File: src/rtl/sbq_pkg.sv
// Package: sizes, codes and shared types of the semaphore blocked queue table.
`timescale 1ns / 1ps
package sbq_pkg;

   localparam int NUM_PROCS       = 32;
   localparam int NUM_DESCRIPTORS = 32;
   localparam int KEY_BITS        = 32;
   localparam int PROC_BITS       = $clog2(NUM_PROCS);
   localparam int DESC_BITS       = $clog2(NUM_DESCRIPTORS);

   typedef logic [PROC_BITS-1:0] proc_idx_type;
   typedef logic [DESC_BITS-1:0] desc_idx_type;
   typedef logic [KEY_BITS-1:0]  key_type;

   typedef enum logic [1:0] {
      OP_INSERT       = 2'd0,
      OP_REMOVE_HEAD  = 2'd1,
      OP_REMOVE_GIVEN = 2'd2,
      OP_PEEK         = 2'd3
   } op_code_type;

   typedef enum logic [2:0] {
      ST_OK        = 3'd0,
      ST_ZERO_KEY  = 3'd1,
      ST_BLOCKED   = 3'd2,
      ST_NO_DESC   = 3'd3,
      ST_NOT_FOUND = 3'd4
   } status_code_type;

   typedef enum logic [2:0] {
      SQ_IDLE,
      SQ_DECODE,
      SQ_INS_TAIL,
      SQ_GIVEN_DESC,
      SQ_HEAD,
      SQ_UNLINK
   } seq_state_type;

   // Queue ends of one descriptor, kept together in one memory word
   typedef struct packed {
      proc_idx_type head;
      proc_idx_type tail;
   } desc_entry_type;

   // Result of the associative lookup
   typedef struct packed {
      logic         hit;
      desc_idx_type idx;
      logic         free_hit;
      desc_idx_type free_idx;
   } sbq_match_type;

endpackage

File: src/rtl/sbq_ram.sv
// Generic single-write, single-read memory with registered read data.
`timescale 1ns / 1ps
module sbq_ram #(
   parameter int WIDTH = 8,
   parameter int DEPTH = 32
) (
   input  logic                     clock,
   input  logic                     wr_en,
   input  logic [$clog2(DEPTH)-1:0] wr_addr,
   input  logic [WIDTH-1:0]         wr_data,
   input  logic                     rd_en,
   input  logic [$clog2(DEPTH)-1:0] rd_addr,
   output logic [WIDTH-1:0]         rd_data
);

   logic [WIDTH-1:0] mem [DEPTH];
   logic [WIDTH-1:0] rd_data_ff;

   // write port
   always_ff @(posedge clock) begin
      if (wr_en) begin
         mem[wr_addr] <= wr_data;
      end
   end

   // read port: hold the last word until the next read
   always_ff @(posedge clock) begin
      if (rd_en) begin
         rd_data_ff <= mem[rd_addr];
      end
   end

   assign rd_data = rd_data_ff;

endmodule

File: src/rtl/sbq_cam.sv
// Descriptor key store with associative match and lowest-free selection.
`timescale 1ns / 1ps
module sbq_cam import sbq_pkg::*; (
   input  logic          clock,
   input  logic          reset,
   input  key_type       key,
   input  logic          alloc_en,
   input  desc_idx_type  alloc_idx,
   input  key_type       alloc_key,
   input  logic          free_en,
   input  desc_idx_type  free_idx,
   output sbq_match_type match
);

   key_type key_ff [NUM_DESCRIPTORS];
   logic [NUM_DESCRIPTORS-1:0] in_use_ff;

   // store the key of a new descriptor
   always_ff @(posedge clock) begin
      if (alloc_en) begin
         key_ff[alloc_idx] <= alloc_key;
      end
   end

   // track occupancy
   always_ff @(posedge clock) begin
      if (reset) begin
         in_use_ff <= '0;
      end else begin
         if (alloc_en) begin
            in_use_ff[alloc_idx] <= 1'b1;
         end
         if (free_en) begin
            in_use_ff[free_idx] <= 1'b0;
         end
      end
   end

   // compare against every live descriptor; pick the lowest free slot
   always_comb begin
      match = '0;
      for (int i = 0; i < NUM_DESCRIPTORS; i++) begin
         if (in_use_ff[i] && key_ff[i] == key) begin
            match.hit = 1'b1;
            match.idx = DESC_BITS'(i);
         end
      end
      for (int i = NUM_DESCRIPTORS - 1; i >= 0; i--) begin
         if (!in_use_ff[i]) begin
            match.free_hit = 1'b1;
            match.free_idx = DESC_BITS'(i);
         end
      end
   end

endmodule

File: src/rtl/semaphore_blocked_queue_table_unit.sv
// Top level: request sequencer over the key match and the link memories.
// Requests settled by the key match finish in the decode state; insert on a known key
// or peek also reads the descriptor word, remove-head reads it and then the waiter links,
// and remove-given reads the waiter's descriptor index and links, then the descriptor word.
// One request at a time: req_stall is high until the sequencer is back in idle.
// Reset (synchronous, active high) frees every descriptor and unblocks every process.
`timescale 1ns / 1ps
module semaphore_blocked_queue_table_unit import sbq_pkg::*; (
   input  logic        clock,
   input  logic        reset,
   input  logic        req_valid,
   output logic        req_stall,
   input  logic [1:0]  req_type,
   input  logic [31:0] req_sem_key,
   input  logic [4:0]  req_proc_id,
   output logic        rsp_valid,
   input  logic        rsp_stall,
   output logic [2:0]  rsp_status,
   output logic [4:0]  rsp_result_proc,
   output logic        rsp_result_valid
);

   seq_state_type state_ff, state_in;
   op_code_type   op_ff;
   key_type       key_ff;
   logic [4:0]    pid_ff;
   proc_idx_type  p_ff, p_in;
   desc_idx_type  d_ff, d_in;
   logic [NUM_PROCS-1:0] blocked_ff;

   logic            rsp_valid_ff, rsp_result_valid_ff, rsp_load, rsp_res_valid_in;
   status_code_type rsp_status_ff, rsp_status_in;
   proc_idx_type    rsp_proc_ff, rsp_proc_in;
   logic            out_ok;

   sbq_match_type  match;
   logic           alloc_en, free_en;
   desc_idx_type   free_idx;

   logic           desc_wr_en, desc_rd_en, proc_rd_en;
   desc_idx_type   desc_wr_addr, desc_rd_addr;
   desc_entry_type desc_wr_data, desc_rdata;
   proc_idx_type   proc_rd_addr;
   logic           next_wr_en, prev_wr_en, bdesc_wr_en;
   proc_idx_type   next_wr_addr, next_wr_data, prev_wr_addr, prev_wr_data, bdesc_wr_addr;
   desc_idx_type   bdesc_wr_data, bdesc_rdata;
   proc_idx_type   next_rdata, prev_rdata;
   logic           blk_set, blk_clr;
   proc_idx_type   blk_idx;

   logic           key_zero, proc_ok, blk_p, is_head, is_tail;
   proc_idx_type   p_idx;
   desc_entry_type entry;

   assign out_ok    = !rsp_valid_ff || !rsp_stall;
   assign req_stall = (state_ff != SQ_IDLE);
   assign key_zero  = (key_ff == '0);
   assign proc_ok   = (32'(pid_ff) < NUM_PROCS);
   assign p_idx     = pid_ff[PROC_BITS-1:0];
   assign blk_p     = blocked_ff[p_idx];
   assign is_head   = (desc_rdata.head == p_ff);
   assign is_tail   = (desc_rdata.tail == p_ff);

   sbq_cam u_cam (
      .clock     (clock),
      .reset     (reset),
      .key       (key_ff),
      .alloc_en  (alloc_en),
      .alloc_idx (match.free_idx),
      .alloc_key (key_ff),
      .free_en   (free_en),
      .free_idx  (free_idx),
      .match     (match)
   );

   sbq_ram #(.WIDTH($bits(desc_entry_type)), .DEPTH(NUM_DESCRIPTORS)) u_desc_ram (
      .clock (clock), .wr_en (desc_wr_en), .wr_addr (desc_wr_addr), .wr_data (desc_wr_data),
      .rd_en (desc_rd_en), .rd_addr (desc_rd_addr), .rd_data (desc_rdata)
   );

   sbq_ram #(.WIDTH(PROC_BITS), .DEPTH(NUM_PROCS)) u_next_ram (
      .clock (clock), .wr_en (next_wr_en), .wr_addr (next_wr_addr), .wr_data (next_wr_data),
      .rd_en (proc_rd_en), .rd_addr (proc_rd_addr), .rd_data (next_rdata)
   );

   sbq_ram #(.WIDTH(PROC_BITS), .DEPTH(NUM_PROCS)) u_prev_ram (
      .clock (clock), .wr_en (prev_wr_en), .wr_addr (prev_wr_addr), .wr_data (prev_wr_data),
      .rd_en (proc_rd_en), .rd_addr (proc_rd_addr), .rd_data (prev_rdata)
   );

   sbq_ram #(.WIDTH(DESC_BITS), .DEPTH(NUM_PROCS)) u_bdesc_ram (
      .clock (clock), .wr_en (bdesc_wr_en), .wr_addr (bdesc_wr_addr), .wr_data (bdesc_wr_data),
      .rd_en (proc_rd_en), .rd_addr (proc_rd_addr), .rd_data (bdesc_rdata)
   );

   // next state; one request in flight, so no two accesses overlap
   always_comb begin
      state_in = state_ff;
      case (state_ff)
         SQ_IDLE: begin
            if (req_valid) begin
               state_in = SQ_DECODE;
            end
         end
         SQ_DECODE: begin
            case (op_ff)
               OP_INSERT: begin
                  if (!key_zero && proc_ok && !blk_p && match.hit) begin
                     state_in = SQ_INS_TAIL;
                  end else if (out_ok) begin
                     state_in = SQ_IDLE;
                  end
               end
               OP_REMOVE_GIVEN: begin
                  if (proc_ok && blk_p) begin
                     state_in = SQ_GIVEN_DESC;
                  end else if (out_ok) begin
                     state_in = SQ_IDLE;
                  end
               end
               default: begin
                  if (!key_zero && match.hit) begin
                     state_in = SQ_HEAD;
                  end else if (out_ok) begin
                     state_in = SQ_IDLE;
                  end
               end
            endcase
         end
         SQ_INS_TAIL: begin
            if (out_ok) begin
               state_in = SQ_IDLE;
            end
         end
         SQ_GIVEN_DESC: state_in = SQ_UNLINK;
         SQ_HEAD: begin
            if (op_ff == OP_REMOVE_HEAD) begin
               state_in = SQ_UNLINK;
            end else if (out_ok) begin
               state_in = SQ_IDLE;
            end
         end
         SQ_UNLINK: begin
            if (out_ok) begin
               state_in = SQ_IDLE;
            end
         end
         default: state_in = SQ_IDLE;
      endcase
   end

   // memory accesses, table updates and result per state
   always_comb begin
      p_in             = p_ff;
      d_in             = d_ff;
      alloc_en         = 1'b0;
      free_en          = 1'b0;
      free_idx         = d_ff;
      desc_rd_en       = 1'b0;
      desc_rd_addr     = d_ff;
      desc_wr_en       = 1'b0;
      desc_wr_addr     = d_ff;
      desc_wr_data     = desc_rdata;
      proc_rd_en       = 1'b0;
      proc_rd_addr     = p_ff;
      next_wr_en       = 1'b0;
      next_wr_addr     = p_ff;
      next_wr_data     = p_ff;
      prev_wr_en       = 1'b0;
      prev_wr_addr     = p_ff;
      prev_wr_data     = p_ff;
      bdesc_wr_en      = 1'b0;
      bdesc_wr_addr    = p_ff;
      bdesc_wr_data    = d_ff;
      blk_set          = 1'b0;
      blk_clr          = 1'b0;
      blk_idx          = p_ff;
      rsp_load         = 1'b0;
      rsp_status_in    = ST_OK;
      rsp_proc_in      = '0;
      rsp_res_valid_in = 1'b0;
      entry            = desc_rdata;
      case (state_ff)
         SQ_DECODE: begin
            p_in = p_idx;
            d_in = match.idx;
            case (op_ff)
               OP_INSERT: begin
                  if (key_zero) begin
                     rsp_load      = out_ok;
                     rsp_status_in = ST_ZERO_KEY;
                  end else if (!proc_ok) begin
                     rsp_load      = out_ok;
                     rsp_status_in = ST_NOT_FOUND;
                  end else if (blk_p) begin
                     rsp_load      = out_ok;
                     rsp_status_in = ST_BLOCKED;
                  end else if (match.hit) begin
                     desc_rd_en   = 1'b1;
                     desc_rd_addr = match.idx;
                  end else if (!match.free_hit) begin
                     rsp_load      = out_ok;
                     rsp_status_in = ST_NO_DESC;
                  end else begin
                     // new key: take the lowest free descriptor
                     rsp_load      = out_ok;
                     alloc_en      = out_ok;
                     desc_wr_en    = out_ok;
                     desc_wr_addr  = match.free_idx;
                     desc_wr_data  = '{head: p_idx, tail: p_idx};
                     bdesc_wr_en   = out_ok;
                     bdesc_wr_addr = p_idx;
                     bdesc_wr_data = match.free_idx;
                     blk_set       = out_ok;
                     blk_idx       = p_idx;
                  end
               end
               OP_REMOVE_GIVEN: begin
                  if (!proc_ok || !blk_p) begin
                     rsp_load      = out_ok;
                     rsp_status_in = ST_NOT_FOUND;
                  end else begin
                     proc_rd_en   = 1'b1;
                     proc_rd_addr = p_idx;
                  end
               end
               default: begin
                  if (key_zero) begin
                     rsp_load      = out_ok;
                     rsp_status_in = ST_ZERO_KEY;
                  end else if (!match.hit) begin
                     rsp_load      = out_ok;
                     rsp_status_in = ST_NOT_FOUND;
                  end else begin
                     desc_rd_en   = 1'b1;
                     desc_rd_addr = match.idx;
                  end
               end
            endcase
         end
         SQ_INS_TAIL: begin
            // append behind the current tail
            rsp_load      = out_ok;
            next_wr_en    = out_ok;
            next_wr_addr  = desc_rdata.tail;
            next_wr_data  = p_ff;
            prev_wr_en    = out_ok;
            prev_wr_addr  = p_ff;
            prev_wr_data  = desc_rdata.tail;
            desc_wr_en    = out_ok;
            desc_wr_data  = '{head: desc_rdata.head, tail: p_ff};
            bdesc_wr_en   = out_ok;
            blk_set       = out_ok;
         end
         SQ_GIVEN_DESC: begin
            d_in         = bdesc_rdata;
            desc_rd_en   = 1'b1;
            desc_rd_addr = bdesc_rdata;
         end
         SQ_HEAD: begin
            p_in = desc_rdata.head;
            if (op_ff == OP_REMOVE_HEAD) begin
               proc_rd_en   = 1'b1;
               proc_rd_addr = desc_rdata.head;
            end else begin
               rsp_load         = out_ok;
               rsp_proc_in      = desc_rdata.head;
               rsp_res_valid_in = 1'b1;
            end
         end
         SQ_UNLINK: begin
            // splice the process out; free the descriptor when it empties
            rsp_load         = out_ok;
            rsp_proc_in      = p_ff;
            rsp_res_valid_in = 1'b1;
            blk_clr          = out_ok;
            if (is_head && is_tail) begin
               free_en = out_ok;
            end else begin
               if (is_head) begin
                  entry.head = next_rdata;
               end else begin
                  next_wr_en   = out_ok;
                  next_wr_addr = prev_rdata;
                  next_wr_data = next_rdata;
               end
               if (is_tail) begin
                  entry.tail = prev_rdata;
               end else begin
                  prev_wr_en   = out_ok;
                  prev_wr_addr = next_rdata;
                  prev_wr_data = prev_rdata;
               end
               desc_wr_en   = out_ok && (is_head || is_tail);
               desc_wr_data = entry;
            end
         end
         default: begin
         end
      endcase
   end

   // sequencer state
   always_ff @(posedge clock) begin
      if (reset) begin
         state_ff <= SQ_IDLE;
      end else begin
         state_ff <= state_in;
      end
   end

   // capture the request and working indices
   always_ff @(posedge clock) begin
      if (state_ff == SQ_IDLE && req_valid) begin
         op_ff  <= op_code_type'(req_type);
         key_ff <= req_sem_key[KEY_BITS-1:0];
         pid_ff <= req_proc_id;
      end
      p_ff <= p_in;
      d_ff <= d_in;
   end

   // blocked flags
   always_ff @(posedge clock) begin
      if (reset) begin
         blocked_ff <= '0;
      end else if (blk_set) begin
         blocked_ff[blk_idx] <= 1'b1;
      end else if (blk_clr) begin
         blocked_ff[blk_idx] <= 1'b0;
      end
   end

   // result register
   always_ff @(posedge clock) begin
      if (reset) begin
         rsp_valid_ff <= 1'b0;
      end else if (rsp_load) begin
         rsp_valid_ff <= 1'b1;
      end else if (!rsp_stall) begin
         rsp_valid_ff <= 1'b0;
      end
   end

   always_ff @(posedge clock) begin
      if (rsp_load) begin
         rsp_status_ff       <= rsp_status_in;
         rsp_proc_ff         <= rsp_proc_in;
         rsp_result_valid_ff <= rsp_res_valid_in;
      end
   end

   assign rsp_valid        = rsp_valid_ff;
   assign rsp_status       = rsp_status_ff;
   assign rsp_result_proc  = 5'(rsp_proc_ff);
   assign rsp_result_valid = rsp_result_valid_ff;

`ifndef NO_ASSERTIONS
   a_busy_stalls: assert property (@(posedge clock) disable iff (reset)
      state_ff != SQ_IDLE |-> req_stall)
      else $error("request taken while a request is in flight");

   a_proc_only_ok: assert property (@(posedge clock) disable iff (reset)
      rsp_valid_ff && rsp_result_valid_ff |-> rsp_status_ff == ST_OK)
      else $error("process returned with a failure status");

   a_unlink_unblocks: assert property (@(posedge clock) disable iff (reset)
      state_ff == SQ_UNLINK && out_ok |=> !blocked_ff[$past(p_ff)])
      else $error("unlinked process still marked blocked");

   a_single_result: assert property (@(posedge clock) disable iff (reset)
      rsp_load |-> state_in == SQ_IDLE)
      else $error("result produced before the request completes");
`endif

endmodule

File: config.mk
export PLATFORM = sky130hd
export DESIGN_NAME = semaphore_blocked_queue_table_unit
export DESIGN_NICKNAME = d
export VERILOG_FILES = /design/src/rtl/sbq_pkg.sv /design/src/rtl/sbq_ram.sv /design/src/rtl/sbq_cam.sv /design/src/rtl/semaphore_blocked_queue_table_unit.sv
export SDC_FILE = /design/constraint.sdc
export NUM_CORES = 2
export LEC_CHECK = 0
export ABC_AREA = 1
export BUFFER_PORTS_ARGS = -buffer_cell sky130_fd_sc_hd__buf_4
export CAP_MARGIN = 10
export CORE_ASPECT_RATIO = 0.7
export CORE_MARGIN = 8
export CORE_UTILIZATION = 50
export CTS_CLUSTER_DIAMETER = 100
export DETAILED_ROUTE_END_ITERATION = 8
export PLACE_DENSITY = 0.65
export SLEW_MARGIN = 25
export SYNTH_ARGS = -nofsm -noshare
export SYNTH_HDL_FRONTEND = slang
export SYNTH_SLANG_ARGS = --single-unit
export TNS_END_PERCENT = 10
File: constraint.sdc
create_clock -name clock -period 6.15 [get_ports clock]
set_clock_uncertainty 0.05 [all_clocks]
set_input_delay 0.615 -clock clock [delete_from_list [all_inputs] [get_ports clock]]
set_output_delay 0.615 -clock clock [all_outputs]
set_load 0.05 [all_outputs]
==> results.txt <==
----------------------------------------------------
[Critical path]
  Slowest cell delay on critical path ... between 0.5 and 0.6 ns
  RR Startpoint ... key_ff[5]
  Critical-path cell with the highest stage delay ... edfxtp_1
  Worst setup path startpoint ... key_ff[5]
  Critical Path End Type ... flop
  Required time of the critical path ... 6.66 ns
  Category of the worst setup path launch point ... flop
  Critical Path AT ... between 6 and 7 ns
  Critical-path maximum fanout ... ~100
  Most repeated library cell on the critical path ... nand2_1
  Critical path start-end classification ... reg -> reg

[Synth]
  Synth cell types ... 66
  Mean instance size in the synthesized netlist ... 12.07 µm²
  Post-synthesis async set-or-reset flop share ... 0
  Synthesis Warnings ... 0
  Post-Synthesis Cell Area ... 84590 µm²
  Flip-flop and latch count after synthesis ... 1975
  Share of the yosys chip area belonging to registers ... 0.6931
  Gate count after technology mapping ... 7010
  Number of enable flip-flop cells after synthesis ... 1907
  Main flop type after synthesis ... edfxtp_1
  Synthesized net count ... ~7100

[Final layout]
  Final design area excluding fillers ... between 90000 and 100000 µm²
  Layout overhead on the synthesized area ... 14.27%
  Net count of the finished layout ... 7341
  Proportion of layout cells with a drive suffix above 1 ... 0.1176
  Final design utilization ... 0.5741

[Place]
  HPWL after detailed placement ... between 150 and 200 mm
  RD Place Congestion ... between 0.9 and 1
  Total of buffers placed on input and output ports ... 53
  Instance area after placement ... about 90000 µm²

[Die]
  Cell Rows ... around 130
  Placeable Area ... 168400 µm²
  Die width ... 507.6 µm
  Die height ... 360.1 µm
  Starting density of the core ... 0.5024
  Number of placed I/O pins ... 54
  Die Area ... 182800 µm²

[STA]
  Worst-margin pin slew ... 1.230 ns
  Top achievable clock speed ... 0.1690 GHz
  Setup-violating endpoint count in the final report ... 0
  Final clock period utilization by the worst path ... 0.9623
  Final hold violation count ... 0
  Setup Total Neg Slack ... 0 ns
  Post-layout min period ... 5.918 ns
  Unrepaired setup endpoints after global routing ... no
  Total count of max-transition violations in the final report ... 0
  Relative slew margins ... 0.1770

[Power and ir drop]
  Leakage power of the design ... 32.98 nW
  Power density over the cells ... 308.6 nW/µm²
  Worst vdd ir ... 249.1 µV

[Clock tree]
  Number of buffers on the longest clock path ... 3
  Clock tree root buffer cell ... clkbuf_16
  Clock tree from TritonCTS ... yes
  Later-pin clock latency in the skew report ... 0.86 ns
  Level count of the clock H-tree ... 4
  Clock transition at the registers of the reported paths ... 0.06 ns
  CTS buffer count ... 184
  Sink Count ... 1975

[GRT]
  Largest net degree at the start of global routing ... 161
  Antenna violations before repair ... 16
  GRT Resource Usage Total ... 0.2885
  Via count of the first global-routing pass ... 56604
  Wire length of the first global-routing pass ... just under 400 mm
  Total gr overflow ... 0

[Detailed routing]
  Average routed wire per standard cell ... roughly 28 µm
  DRT iter0 DRCs ... about 11000
  Avg Vias per Cell ... ~6.3
  Drt pass-1 iters ... 6
  Number of nets with antenna violations after detailed routing ... 0
  Routed via count ... approximately 61000
  Total Wirelength ... 272.0 mm
  Residual DRC ... 0

[Hold path]
  Path category of the worst min-delay check ... in -> reg
  Hold Path Origin ... req_valid

[Outcome]
  Result of the run ... finished clean

[Run]
  Number of maximum-capacitance constraint violations ... 0

----------------------------------------------------
-- cells by family (layout without fill, tap and decap cells) --
logic type / after synthesis / after routing / share of synthesized area
other: 0 / 2 / 0
AOI/OAI and AO/OA: 1263 / 1263 / 0.09706
xor gates and xnor gates: 338 / 338 / 0.03500
DFF: 1975 / 1975 / 0.6931
and+or+nand+nor: 2678 / 2678 / 0.1360
buffers and inverters: 756 / 1206 / 0.03892
-- power breakdown --
group / switching, mW / internal (mW) / total (mW)
logic: 2.31 / 0.918 / 3.23
registers: 0.0553 / 14.9 / 15.0
clock network: 5.26 / 6.38 / 11.6
-- flip-flops by register name (all words and copies together), names as in the netlist, named ones only --
name	count
rsp_result_proc	5
p_idx	5
rsp_status	3
u_bdesc_ram.rd_data	5
d_ff	5
op_ff	2
u_cam.in_use_ff	32
u_bdesc_ram.mem	160
rsp_valid	1
u_desc_ram.rd_data	10
key_ff	32
u_prev_ram.mem	160
p_ff	5
u_prev_ram.rd_data	5
rsp_result_valid	1
u_next_ram.rd_data	5
u_cam.key_ff	1024
u_desc_ram.mem	320
u_next_ram.mem	160
state_ff	3
-- path summary, 6_finish.rpt --
path / to / slack (ns) / depth (start not counted)
max: u_desc_ram.rd_data[1] / 0.23 / 42
max reg2reg: u_desc_ram.rd_data[1] / 0.23 / 42
min reg2reg: flop / 0.42 / 2
min: p_idx[2] / 0.22 / 3
-- layout by cell type, fill, tap and decap left out, drive strengths merged, types with 21 or more instances in the layout --
master / netlist / layout
a21oi: 180 / 180
clkinv: 8 / 96
o32ai: 61 / 61
edfxtp: 1907 / 1907
buf: 221 / 444
a31oi: 21 / 21
or4: 29 / 29
clkbuf: 160 / 227
xor2: 109 / 109
nor3: 55 / 55
dfxtp: 68 / 68
a32oi: 35 / 35
xnor2: 229 / 229
nor2: 613 / 613
nand3: 464 / 464
o2111ai: 30 / 30
inv: 367 / 374
a22o: 69 / 69
o22ai: 162 / 162
nor4: 82 / 82
a32o: 30 / 30
o21ai: 446 / 446
nand2: 1281 / 1281
or2: 39 / 39
a211oi: 24 / 24
a221oi: 78 / 78
nand4: 70 / 70
dlygate4sd3: 0 / 39
o21bai: 32 / 32
-- routing by layer --
metal	vias up	global-route usage	part of all wire
li1	26149	-	-
met1	29609	0.4455	0.42
met2	4644	0.3829	0.39
met3	532	0.1004	0.16
met4	2	0.08020	0.029
met5	-	0	0.000051
-- worst max-delay path, delay by kind of cell, from the launching register on --
family          cells  cell delay (ns)
compound gates      1             0.13
flops               1             0.54
simple gates       36             3.60
buf+inv             5             1.15
-- cell usage after synthesis (69+ instances only) --
library cell     n  area share
nor4_1          82      0.0061
a221oi_1        75      0.0078
a21oi_1        180       0.011
clkbuf_1       160      0.0071
a22o_1          69      0.0071
inv_1          329       0.015
xnor2_1        229       0.024
edfxtp_1      1907        0.68
nand2_1       1278       0.057
nand4_1         70      0.0052
o22ai_1        162       0.012
o21ai_0        414       0.024
nand3_1        463       0.027
xor2_1         109       0.011
nor2_1         609       0.027
buf_2          154      0.0091
-- metrics by stage --
| step | hold WS, ns | instances | total power, mW | setup WS, ns |
|---|---|---|---|---|
| 3_5_place_dp | 0.4066 | 9303 | 18.34 | 0.2977 |
| 6_report | 0.2207 | 9702 | 29.83 | 0.2320 |
| 2_1_floorplan | 0.3909 | 7010 | 16.93 | 0.1158 |
| 3_3_place_gp | 0.4027 | 9301 | 18.31 | 0.1614 |
| 4_1_cts | 0.1638 | 9690 | 29.81 | 0.2519 |
| 5_1_grt | 0.1959 | 9700 | 30.57 | 0.0005369 |
-- final cells by class --
type                       count  area [µm²]
fill                       13592       71710
sequential                  1975       58630
multi-input combinational   4279       23000
clock buffer                 227        4847
timing repair buffer         483        4710
tap                         2240        2803
inverter                     375        1426
clock inverter               121        1241
antenna                        2       5.005
-- what timing repair did --
| item | 4_1_cts | 5_1_grt |
|---|---|---|
| hold buffers | 39 | 0 |
| gates resized for setup | 0 | 5 |
| setup buffers | 0 | 4 |
| setup endpoints to repair | 0 | 10 |
| endpoints found under the hold margin | 39 | 0 |
Note: power is estimated with default switching activity, not from simulation.
